--- src/hw/rtl/assert_macros.svh ---
// ---------------------------------------------------------------------------
// assert_macros.svh
// Concurrent assertion helpers, compiled out for synthesis.
// ---------------------------------------------------------------------------
`ifndef ASSERT_MACROS_SVH
`define ASSERT_MACROS_SVH
`ifndef SYNTHESIS
`define ASSERT_ALWAYS(lbl, clk, rstn, prop, msg) \
	lbl: assert property (@(posedge clk) disable iff (!rstn) prop) else $error(msg);
`define ASSERT_NEVER(lbl, clk, rstn, cond, msg) \
	`ASSERT_ALWAYS(lbl, clk, rstn, !(cond), msg)
`else
`define ASSERT_ALWAYS(lbl, clk, rstn, prop, msg)
`define ASSERT_NEVER(lbl, clk, rstn, cond, msg)
`endif
`endif

--- src/hw/rtl/cpip_pkg.sv ---
// ---------------------------------------------------------------------------
// cpip_pkg
// Shared types and constants of the centroid point-in-polygon unit.
// ---------------------------------------------------------------------------
package cpip_pkg;

	localparam int COORD_W = 31;              // vertex and centroid coordinates
	localparam int DIFF_W  = COORD_W + 1;     // coordinate differences
	localparam int PROD_W  = 2 * DIFF_W;      // edge cross products
	localparam int TDATA_W = 64;

	localparam logic OP_SUBJECT  = 1'b0;
	localparam logic OP_BOUNDARY = 1'b1;

	localparam logic KIND_CENTROID = 1'b0;
	localparam logic KIND_VERDICT  = 1'b1;

	typedef struct packed {
		logic accept;      // input request taken this cycle
		logic load_close;  // load closing edge (last -> first)
		logic diff;        // register edge differences
		logic mul_lhs;     // multiplier pass 1
		logic mul_rhs;     // multiplier pass 2
		logic cmp;         // compare products, update parity
		logic div_start;   // start centroid division
		logic emit;        // load output register
		logic emit_kind;
	} cmd_t;

	typedef struct packed {
		logic starting;    // next vertex opens a new polygon
		logic div_busy;
		logic div_done;
		logic out_free;    // output register can take a result
	} sts_t;

endpackage

--- src/hw/rtl/cpip_div.sv ---
// ---------------------------------------------------------------------------
// cpip_div
// Restoring divider, one quotient bit per cycle: signed sum by vertex count,
// truncating toward zero.
// ---------------------------------------------------------------------------
module cpip_div #(
	parameter int SUM_W = 44,
	parameter int CNT_W = 13
) (
	input  logic                         clk,
	input  logic                         arst_n,
	input  logic                         start,
	input  logic signed [SUM_W-1:0]      sum,
	input  logic        [CNT_W-1:0]      count,
	output logic                         busy,
	output logic                         done,
	output logic signed [cpip_pkg::COORD_W-1:0] quo
);

	localparam int STEP_W = $clog2(SUM_W);

	logic              busy_q;
	logic              done_q;
	logic              neg_q;
	logic [STEP_W-1:0] step_q;
	logic [SUM_W-1:0]  dvd_q;
	logic [CNT_W-1:0]  den_q;
	logic [CNT_W-1:0]  rem_q;
	logic [CNT_W:0]    trial;
	logic [CNT_W:0]    trial_sub;
	logic              bit_ok;
	logic [SUM_W-1:0]  quo_full;

	assign trial     = {rem_q, dvd_q[SUM_W-1]};
	assign trial_sub = trial - {1'b0, den_q};
	assign bit_ok    = trial >= {1'b0, den_q};

	always_ff @(posedge clk or negedge arst_n) begin
		if (!arst_n) begin
			busy_q <= 1'b0;
			done_q <= 1'b0;
			step_q <= '0;
		end else begin
			done_q <= 1'b0;
			if (start) begin
				busy_q <= 1'b1;
				step_q <= '0;
			end else if (busy_q) begin
				step_q <= step_q + 1'b1;
				if (step_q == STEP_W'(SUM_W - 1)) begin
					busy_q <= 1'b0;
					done_q <= 1'b1;
				end
			end
		end
	end

	always_ff @(posedge clk) begin
		if (start) begin
			neg_q <= sum[SUM_W-1];
			dvd_q <= sum[SUM_W-1] ? (~sum + 1'b1) : sum;
			den_q <= count;
			rem_q <= '0;
		end else if (busy_q) begin
			rem_q <= bit_ok ? trial_sub[CNT_W-1:0] : trial[CNT_W-1:0];
			dvd_q <= {dvd_q[SUM_W-2:0], bit_ok};
		end
	end

	assign quo_full = neg_q ? (~dvd_q + 1'b1) : dvd_q;
	assign quo      = quo_full[cpip_pkg::COORD_W-1:0];
	assign busy     = busy_q;
	assign done     = done_q;

endmodule

--- src/hw/rtl/cpip_dp.sv ---
// ---------------------------------------------------------------------------
// cpip_dp
// Datapath: vertex sums, centroid dividers, edge registers, shared
// multiplier, crossing parity and the output register.
// ---------------------------------------------------------------------------
module cpip_dp #(
	parameter int MAX_VERTICES = 4096
) (
	input  logic                                 clk,
	input  logic                                 arst_n,
	input  cpip_pkg::cmd_t                       cmd,
	output cpip_pkg::sts_t                       sts,
	input  logic [cpip_pkg::TDATA_W-1:0]         s_tdata,
	input  logic                                 s_tuser,
	input  logic                                 s_tlast,
	output logic                                 m_tvalid,
	input  logic                                 m_tready,
	output logic [cpip_pkg::TDATA_W-1:0]         m_tdata,
	output logic                                 m_tuser
);

	localparam int CW     = cpip_pkg::COORD_W;
	localparam int DW     = cpip_pkg::DIFF_W;
	localparam int PW     = cpip_pkg::PROD_W;
	localparam int CNT_W  = $clog2(MAX_VERTICES + 1);
	localparam int SUM_W  = CW + CNT_W;

	logic signed [CW-1:0] in_x, in_y;
	assign in_x = s_tdata[CW-1:0];
	assign in_y = s_tdata[2*CW-1:CW];

	logic                    mid_q;
	logic signed [SUM_W-1:0] sum_x_q, sum_y_q;
	logic        [CNT_W-1:0] count_q;
	logic signed [CW-1:0]    cen_x_q, cen_y_q;
	logic signed [CW-1:0]    first_x_q, first_y_q, prev_x_q, prev_y_q;
	logic signed [CW-1:0]    ax_q, ay_q, bx_q, by_q;
	logic                    parity_q;

	logic                    starting;
	logic signed [SUM_W-1:0] sum_x_base, sum_y_base;
	logic        [CNT_W-1:0] count_base;

	assign starting   = !mid_q;
	assign sum_x_base = starting ? '0 : sum_x_q;
	assign sum_y_base = starting ? '0 : sum_y_q;
	assign count_base = starting ? '0 : count_q;

	always_ff @(posedge clk or negedge arst_n) begin
		if (!arst_n) begin
			mid_q   <= 1'b0;
			count_q <= '0;
		end else if (cmd.accept) begin
			mid_q <= !s_tlast;
			if (s_tuser == cpip_pkg::OP_SUBJECT && count_base < CNT_W'(MAX_VERTICES))
				count_q <= count_base + 1'b1;
			else
				count_q <= count_base;
		end
	end

	always_ff @(posedge clk) begin
		if (cmd.accept) begin
			if (s_tuser == cpip_pkg::OP_SUBJECT && count_base < CNT_W'(MAX_VERTICES)) begin
				sum_x_q <= sum_x_base + SUM_W'(in_x);
				sum_y_q <= sum_y_base + SUM_W'(in_y);
			end else begin
				sum_x_q <= sum_x_base;
				sum_y_q <= sum_y_base;
			end
			if (starting) begin
				first_x_q <= in_x;
				first_y_q <= in_y;
				prev_x_q  <= in_x;
				prev_y_q  <= in_y;
			end else if (s_tuser == cpip_pkg::OP_BOUNDARY) begin
				// edge from previous boundary vertex to this one
				ax_q     <= prev_x_q;
				ay_q     <= prev_y_q;
				bx_q     <= in_x;
				by_q     <= in_y;
				prev_x_q <= in_x;
				prev_y_q <= in_y;
			end
		end else if (cmd.load_close) begin
			ax_q <= prev_x_q;
			ay_q <= prev_y_q;
			bx_q <= first_x_q;
			by_q <= first_y_q;
		end
	end

	// centroid dividers, both lanes in lockstep
	logic                 div_busy_x, div_busy_y, div_done_x, div_done_y;
	logic signed [CW-1:0] quo_x, quo_y;

	cpip_div #(.SUM_W(SUM_W), .CNT_W(CNT_W)) u_div_x (
		.clk    (clk),
		.arst_n (arst_n),
		.start  (cmd.div_start),
		.sum    (sum_x_q),
		.count  (count_q),
		.busy   (div_busy_x),
		.done   (div_done_x),
		.quo    (quo_x)
	);

	cpip_div #(.SUM_W(SUM_W), .CNT_W(CNT_W)) u_div_y (
		.clk    (clk),
		.arst_n (arst_n),
		.start  (cmd.div_start),
		.sum    (sum_y_q),
		.count  (count_q),
		.busy   (div_busy_y),
		.done   (div_done_y),
		.quo    (quo_y)
	);

	always_ff @(posedge clk or negedge arst_n) begin
		if (!arst_n) begin
			cen_x_q <= '0;
			cen_y_q <= '0;
		end else if (div_done_x && div_done_y) begin
			cen_x_q <= quo_x;
			cen_y_q <= quo_y;
		end
	end

	// edge test: differences, two multiplier passes, compare
	logic signed [DW-1:0] dca_s1, dba_s1, dyc_s1, d_s1;
	logic                 cross_s1, dpos_s1;
	logic signed [DW-1:0] d_next;
	logic signed [DW-1:0] mul_a, mul_b;
	logic signed [PW-1:0] prod;
	logic signed [PW-1:0] lhs_s2, rhs_s2;
	logic                 left;

	assign d_next = DW'(by_q) - DW'(ay_q);

	always_ff @(posedge clk) begin
		if (cmd.diff) begin
			dca_s1   <= DW'(cen_x_q) - DW'(ax_q);
			dba_s1   <= DW'(bx_q) - DW'(ax_q);
			dyc_s1   <= DW'(cen_y_q) - DW'(ay_q);
			d_s1     <= d_next;
			cross_s1 <= (ay_q > cen_y_q) != (by_q > cen_y_q);
			dpos_s1  <= d_next > 0;
		end
	end

	assign mul_a = cmd.mul_rhs ? dba_s1 : dca_s1;
	assign mul_b = cmd.mul_rhs ? dyc_s1 : d_s1;
	assign prod  = PW'(mul_a) * PW'(mul_b);

	always_ff @(posedge clk) begin
		if (cmd.mul_lhs)
			lhs_s2 <= prod;
		if (cmd.mul_rhs)
			rhs_s2 <= prod;
	end

	assign left = dpos_s1 ? (lhs_s2 < rhs_s2) : (lhs_s2 > rhs_s2);

	always_ff @(posedge clk or negedge arst_n) begin
		if (!arst_n) begin
			parity_q <= 1'b0;
		end else if (cmd.accept && starting) begin
			parity_q <= 1'b0;
		end else if (cmd.cmp && cross_s1 && left) begin
			parity_q <= !parity_q;
		end
	end

	// output register
	logic                 out_valid_q;
	logic                 out_kind_q;
	logic                 out_inside_q;
	logic signed [CW-1:0] out_x_q, out_y_q;

	always_ff @(posedge clk or negedge arst_n) begin
		if (!arst_n) begin
			out_valid_q <= 1'b0;
		end else if (cmd.emit) begin
			out_valid_q <= 1'b1;
		end else if (m_tready) begin
			out_valid_q <= 1'b0;
		end
	end

	always_ff @(posedge clk) begin
		if (cmd.emit) begin
			out_kind_q   <= cmd.emit_kind;
			out_inside_q <= (cmd.emit_kind == cpip_pkg::KIND_VERDICT) && parity_q;
			out_x_q      <= cen_x_q;
			out_y_q      <= cen_y_q;
		end
	end

	assign m_tvalid = out_valid_q;
	assign m_tuser  = out_kind_q;
	assign m_tdata  = {{(cpip_pkg::TDATA_W - 2*CW - 1){1'b0}}, out_y_q, out_x_q, out_inside_q};

	assign sts.starting = starting;
	assign sts.div_busy = div_busy_x || div_busy_y;
	assign sts.div_done = div_done_x && div_done_y;
	assign sts.out_free = !out_valid_q || m_tready;

endmodule

--- src/hw/rtl/cpip_ctrl.sv ---
// ---------------------------------------------------------------------------
// cpip_ctrl
// Controller: sequences input acceptance, edge tests, centroid division
// and result emission.
// ---------------------------------------------------------------------------
`include "assert_macros.svh"

module cpip_ctrl (
	input  logic           clk,
	input  logic           arst_n,
	input  logic           s_tvalid,
	input  logic           s_tuser,
	input  logic           s_tlast,
	output logic           s_tready,
	input  cpip_pkg::sts_t sts,
	output cpip_pkg::cmd_t cmd
);

	typedef enum logic [2:0] {
		ST_IDLE,
		ST_E_DIFF,
		ST_E_LHS,
		ST_E_RHS,
		ST_E_CMP,
		ST_DIV_GO,
		ST_DIV_WAIT,
		ST_EMIT
	} state_t;

	state_t state_q;
	logic   kind_q;
	logic   close_q;   // closing edge still to test
	logic   done_q;    // a result is due for this request
	logic   accept;

	assign s_tready = (state_q == ST_IDLE);
	assign accept   = s_tvalid && s_tready;

	always_ff @(posedge clk or negedge arst_n) begin
		if (!arst_n) begin
			state_q <= ST_IDLE;
			kind_q  <= cpip_pkg::KIND_CENTROID;
			close_q <= 1'b0;
			done_q  <= 1'b0;
		end else begin
			case (state_q)
				ST_IDLE: begin
					if (accept) begin
						kind_q  <= s_tuser;
						done_q  <= s_tlast;
						close_q <= (s_tuser == cpip_pkg::OP_BOUNDARY) && s_tlast && !sts.starting;
						if (s_tuser == cpip_pkg::OP_SUBJECT)
							state_q <= s_tlast ? ST_DIV_GO : ST_IDLE;
						else if (!sts.starting)
							state_q <= ST_E_DIFF;
						else
							// first boundary vertex: no edge yet; a single-vertex boundary is degenerate, parity stays clear
							state_q <= s_tlast ? ST_EMIT : ST_IDLE;
					end
				end
				ST_E_DIFF: state_q <= ST_E_LHS;
				ST_E_LHS:  state_q <= ST_E_RHS;
				ST_E_RHS:  state_q <= ST_E_CMP;
				ST_E_CMP: begin
					if (close_q) begin
						close_q <= 1'b0;
						state_q <= ST_E_DIFF;
					end else begin
						state_q <= done_q ? ST_EMIT : ST_IDLE;
					end
				end
				ST_DIV_GO: state_q <= ST_DIV_WAIT;
				ST_DIV_WAIT: begin
					if (sts.div_done)
						state_q <= ST_EMIT;
				end
				ST_EMIT: begin
					if (sts.out_free) begin
						done_q  <= 1'b0;
						state_q <= ST_IDLE;
					end
				end
				default: state_q <= ST_IDLE;
			endcase
		end
	end

	always_comb begin
		cmd            = '0;
		cmd.accept     = accept;
		cmd.diff       = (state_q == ST_E_DIFF);
		cmd.mul_lhs    = (state_q == ST_E_LHS);
		cmd.mul_rhs    = (state_q == ST_E_RHS);
		cmd.cmp        = (state_q == ST_E_CMP);
		cmd.load_close = (state_q == ST_E_CMP) && close_q;
		cmd.div_start  = (state_q == ST_DIV_GO);
		cmd.emit       = (state_q == ST_EMIT) && sts.out_free;
		cmd.emit_kind  = kind_q;
	end

	`ASSERT_ALWAYS(a_emit_free, clk, arst_n, cmd.emit |-> sts.out_free, "emit into full output")
	`ASSERT_ALWAYS(a_close_due, clk, arst_n, close_q |-> done_q, "closing edge without result")
	`ASSERT_ALWAYS(a_div_runs, clk, arst_n, cmd.div_start |=> sts.div_busy, "divider did not start")
	`ASSERT_NEVER(a_edge_div, clk, arst_n, (state_q == ST_E_DIFF) && sts.div_busy,
		"edge test while divider busy")

endmodule

--- src/hw/rtl/centroid_point_in_polygon_test_unit.sv ---
// ---------------------------------------------------------------------------
// centroid_point_in_polygon_test_unit
// Polygon centroid and even-odd point-in-polygon test on a vertex stream.
// ---------------------------------------------------------------------------
// Usage: vertices enter on the s_ channel, tuser = opcode (0 subject,
// 1 boundary), tlast = last vertex of the polygon. A last subject vertex
// yields the centroid (m_tuser = 0); a last boundary vertex yields the
// verdict (m_tuser = 1, m_tdata[0] = inside) for the stored centroid.
// Steps per request, from acceptance until s_tready returns:
//   subject vertex, not last: none, it is taken directly in idle
//   boundary vertex, not first or last: one edge through the shared
//     multiplier (difference, two product passes, compare)
//   last boundary vertex: that edge, the closing edge, then the output load
//   last subject vertex: the bit-serial dividers work through the SUM_W-bit
//     sums (SUM_W = 31 + clog2(MAX_VERTICES+1)), then the output load
// Results sit in an output register; the next vertex is accepted while it
// waits. A new result that finds the register still full holds the
// controller until m_tready frees it. Reset clears the centroid, parity
// and polygon state; no request is lost or repeated under stalls.
// ---------------------------------------------------------------------------
module centroid_point_in_polygon_test_unit #(
	parameter int MAX_VERTICES = 4096
) (
	input  logic                         clk,
	input  logic                         arst_n,
	input  logic                         s_tvalid,
	output logic                         s_tready,
	input  logic [cpip_pkg::TDATA_W-1:0] s_tdata,   // vertex_x[30:0], vertex_y[61:31]
	input  logic                         s_tuser,   // opcode
	input  logic                         s_tlast,   // last_vertex
	output logic                         m_tvalid,
	input  logic                         m_tready,
	output logic [cpip_pkg::TDATA_W-1:0] m_tdata,   // inside_res[0], center_x[31:1], center_y[62:32]
	output logic                         m_tuser    // result_kind
);

	cpip_pkg::cmd_t cmd;
	cpip_pkg::sts_t sts;

	cpip_ctrl u_ctrl (
		.clk      (clk),
		.arst_n   (arst_n),
		.s_tvalid (s_tvalid),
		.s_tuser  (s_tuser),
		.s_tlast  (s_tlast),
		.s_tready (s_tready),
		.sts      (sts),
		.cmd      (cmd)
	);

	cpip_dp #(.MAX_VERTICES(MAX_VERTICES)) u_dp (
		.clk      (clk),
		.arst_n   (arst_n),
		.cmd      (cmd),
		.sts      (sts),
		.s_tdata  (s_tdata),
		.s_tuser  (s_tuser),
		.s_tlast  (s_tlast),
		.m_tvalid (m_tvalid),
		.m_tready (m_tready),
		.m_tdata  (m_tdata),
		.m_tuser  (m_tuser)
	);

endmodule
--- config.mk ---
export PLATFORM = sky130hd
export DESIGN_NAME = centroid_point_in_polygon_test_unit
export DESIGN_NICKNAME = d
export VERILOG_FILES = /design/src/hw/rtl/cpip_pkg.sv /design/src/hw/rtl/cpip_div.sv /design/src/hw/rtl/cpip_dp.sv /design/src/hw/rtl/cpip_ctrl.sv /design/src/hw/rtl/centroid_point_in_polygon_test_unit.sv
export VERILOG_INCLUDE_DIRS = /design/src /design/src/hw/rtl
export SDC_FILE = /design/constraint.sdc
export NUM_CORES = 2
export LEC_CHECK = 0
export ABC_AREA = 1
export BUFFER_PORTS_ARGS = -buffer_cell sky130_fd_sc_hd__buf_2
export CAP_MARGIN = 20
export CORE_ASPECT_RATIO = 0.5
export CORE_UTILIZATION = 45
export DETAILED_ROUTE_END_ITERATION = 8
export GPL_ROUTABILITY_DRIVEN = 0
export PLACE_DENSITY_LB_ADDON = 0.15
export SLEW_MARGIN = 20
export SYNTH_ARGS = -nofsm -noshare
export SYNTH_HDL_FRONTEND = slang
export SYNTH_SLANG_ARGS = --single-unit
--- constraint.sdc ---
create_clock -name clk -period 10.64 [get_ports clk]
set_input_delay 1.596 -clock clk [delete_from_list [all_inputs] [get_ports clk]]
set_output_delay 1.596 -clock clk [all_outputs]
set_load 0.05 [all_outputs]
==> flow_summary.toml <==
[place]
dp_cells = 12600
postPlaceCellArea_um2 = 92000
io_buffers = 133
dp_hpwl_um = 215000

[drt]
viasPerCell = 5.34
wirelength_met1_um = 120000
route.detailed.drc = 0
totalWireLength_um = 266000
drt_iter0_drc = 6131
drtAntennaViolNets = 0
wl_per_cell_um = 20.8
route.met2.wl_um = 116000
drt-pass1-iter-count = 8
wl_met3_um = 21200
via_count = 68400
top_layer = "met5"

[logic_synthesis]
ys_seq_area_share_pct = 29.2
synth_fp_nets = 11800
avgSynthCellArea_um2 = 8.78
ys_seq_elements = 887
synth_cell_type_count = 63
synth-edff-count = 761
ys.flop_type = "edfxtp_1"
ys.warnings.count = 0
syn_area_um2 = 88600
syn_inst = 10100
async_flop_share_pct = 11.3

[sta]
achievable-frequency_mhz = 98.2
setup_viol = 0
slew-limit-headroom_pct = 27.1
rsz0062_at_grt = "no"
tightest_slew_ps = 1090
hold_viol = 0
min_period_ps = 10180
hold_ws_ps = 409
setup_tns_ps = 0
slew_viol_final = 0
fin_crit_sh_pct = 95.7
skew_ps = 44.9

[worst_setup_path]
end_kind = "flip-flop"
cpMostUsedCell = "fa_1"
worstPathRequired_ps = 11050
crit_path_start_kind = "flip-flop"
path_depth = 27
rr_worst_depth = 27
cp.buffers_inverters = 7
crit_arrival_ps = 10590
crit_path_top_delay_cell = "fa_1"
path_max_fanout = 65
slowest_delay_ps = 1010
critPathKind = "flip-flop to flip-flop"
path_delay_family = "adder cells"

[floorplan]
die_height_um = 316
start_util_pct = 45.6
die_w_um = 630
die_area_um2 = 199000
core_area_um2 = 194000
io_pins = 137
num_rows = 114

[worst_hold_path]
min-delay-path-class = "flip-flop to flip-flop"
hold_depth = 0

[grt]
grt.total_usage_pct = 26.9
antenna_found_initial = 5
grt_pass1_wl_um = 408000
overflow = 0
grt_max_degree = 103
first_global_vias = 67800

[final_layout]
drive_gt1_share_pct = 5.49
fin_cells = 12800
areaGrowthSynthToFinish_pct = 7.35
nNetsFinal = 11800
fin_area_um2 = 95100

[clock_network]
root_buffer = "clkbuf_16"
clock-sinks = 887
ctsHoldBuffers = 0
post_cts_buffers = 0
cts.htree.levels = 3
insertion_delay_ps = 710
cts_tree = "done"
cts_resized = 0
clockBufferDepth = 3
cts-buffers-inserted = 87
cts.reportedPaths.clkPinSlew_ps = 80

[run]
maxCapViolCount = 0

[outcome]
outcome = "finished clean"
[worst register-to-register path: stages, from the launching register on]
cell and delay [ps]:
dfrtp_1 490, nand2_1 210, nor2_4 460, inv_6 360
o21ai_4 820, inv_2 480, nor2_2 270, inv_1 110
fa_1 640, fa_1 600, buf_4 190, inv_1 70
fa_1 1010, fa_1 570, fa_1 510, fa_1 490
inv_1 50, fa_1 470, inv_1 50, fa_1 450
ha_1 350, a21oi_1 220, o21ai_0 210, a21oi_1 160
o21ai_0 140, nor3_1 210, nand2_1 130, xor2_1 180
[through the flow]
stage | util, % | setup WS [ps]
after floorplan | - | 511
after global placement | 47.3 | 578
after detailed placement | 47.3 | 497
after CTS | 48.9 | 476
after global routing | 48.9 | 55.0
final | 48.9 | 461
[final cells by class]
class                           instances  area [um2]
Inverter                             1937        7280
Fill cell                           18600       99300
Multi-Input combinational cell       7003       54300
Clock inverter                         49         701
Clock buffer                          115        2400
Antenna cell                            2        5.00
Tap cell                             2610        3270
Sequential cell                       887       25900
Timing Repair Buffer                  208        1250
[kinds of logic after synthesis]
| logic type | synth area share (%) |
|---|---|
| adders and majority gates | 32.0 |
| AOI/OAI and AO/OA | 8.51 |
| DFF | 29.2 |
| xor gates and xnor gates | 3.54 |
| other | 0.00423 |
| and+or+nand+nor | 17.1 |
| buffers and inverters | 9.62 |
[per-layer routing]
metal	GRT usage, %	vias up
li1	-	31800
met1	38.4	33600
met2	42.1	2502
met3	4.81	427
met4	7.98	2
met5	0	-
[Yosys cell counts (5+ instances only)]
library cell,n,area (um2)
nand2_1,1996,7490
inv_1,1877,7050
nor2_1,1098,4120
fa_1,1090,21800
edfxtp_1,761,22900
o21ai_0,535,2680
ha_1,523,6540
a21oi_1,451,2260
nand3_1,316,1580
xor2_1,235,2060
buf_2,138,691
xnor2_1,123,1080
dfrtp_1,100,2500
clkbuf_1,95,357
nor3_1,93,465
nand4_1,72,450
inv_2,58,218
a31oi_1,43,269
o21bai_1,37,278
nor4_1,36,225
or2_2,34,213
a21o_1,33,248
o21ai_4,31,504
o21ai_1,28,140
dfxtp_1,26,521
o211ai_1,26,195
o21a_1,22,165
o21ai_2,20,175
a21boi_0,17,128
and3_1,17,106
nand3b_1,16,120
nor2_2,16,100
o31ai_1,15,113
buf_1,11,41.3
o22ai_1,11,68.8
buf_4,10,75.1
a221oi_1,9,78.8
buf_6,8,90.1
a211oi_1,5,37.5
nor3_2,5,50.1
[flip-flops by register name (all words and copies together), names as in the netlist, 32 cells and up]
name                count
u_dp.lhs_s2            64
u_dp.rhs_s2            64
u_dp.sum_x_q           44
u_dp.sum_y_q           44
u_dp.u_div_x.dvd_q     44
u_dp.u_div_y.dvd_q     44
u_dp.d_s1              32
u_dp.dba_s1            32
u_dp.dca_s1            32
u_dp.dyc_s1            32
[cell usage in the layout, fill, tap and decap left out, types with 11 or more instances in the layout]
master and instances:
nor2_1 1095, nor4_1 36, a21boi_0 17, and3_1 17, or2_2 34, dfrtp_1 99, nand4_1 72, a31oi_1 43
o211ai_1 26, o21ai_2 32, xor2_1 235, clkbuf_1 18, clkbuf_16 89, dfxtp_1 26, o21a_1 22, a21o_1 33
edfxtp_1 761, o21bai_1 37, o21ai_0 534, xnor2_1 123, o21ai_1 17, nand3b_1 16, ha_1 523, fa_1 1089
nand3_1 316, inv_1 1877, buf_2 132, bufinv_16 11, nor3_1 91, o21ai_4 31, clkinv_2 15, inv_2 56
nor2_2 15, o31ai_1 15, buf_4 75, a21oi_1 450, nand2_1 1993
[worst paths after layout]
check | from | to | slack [ps]
worst max-delay path | u_ctrl.state_q[0] | u_dp.rhs_s2[61] | 460
max in group asynchronous | arst_n | u_dp.mid_q | 8400
min in group asynchronous | arst_n | u_dp.cen_x_q[24] | 860
worst min register to register | u_dp.prev_y_q[21] | u_dp.ay_q[21] | 410
worst min-delay path | u_dp.prev_y_q[21] | u_dp.ay_q[21] | 410
worst max register to register | u_ctrl.state_q[0] | u_dp.rhs_s2[61] | 460
Power is left out: the tool's default activity adds up to more than one toggle a clock period on the data nets, which glitch-free logic cannot reach.
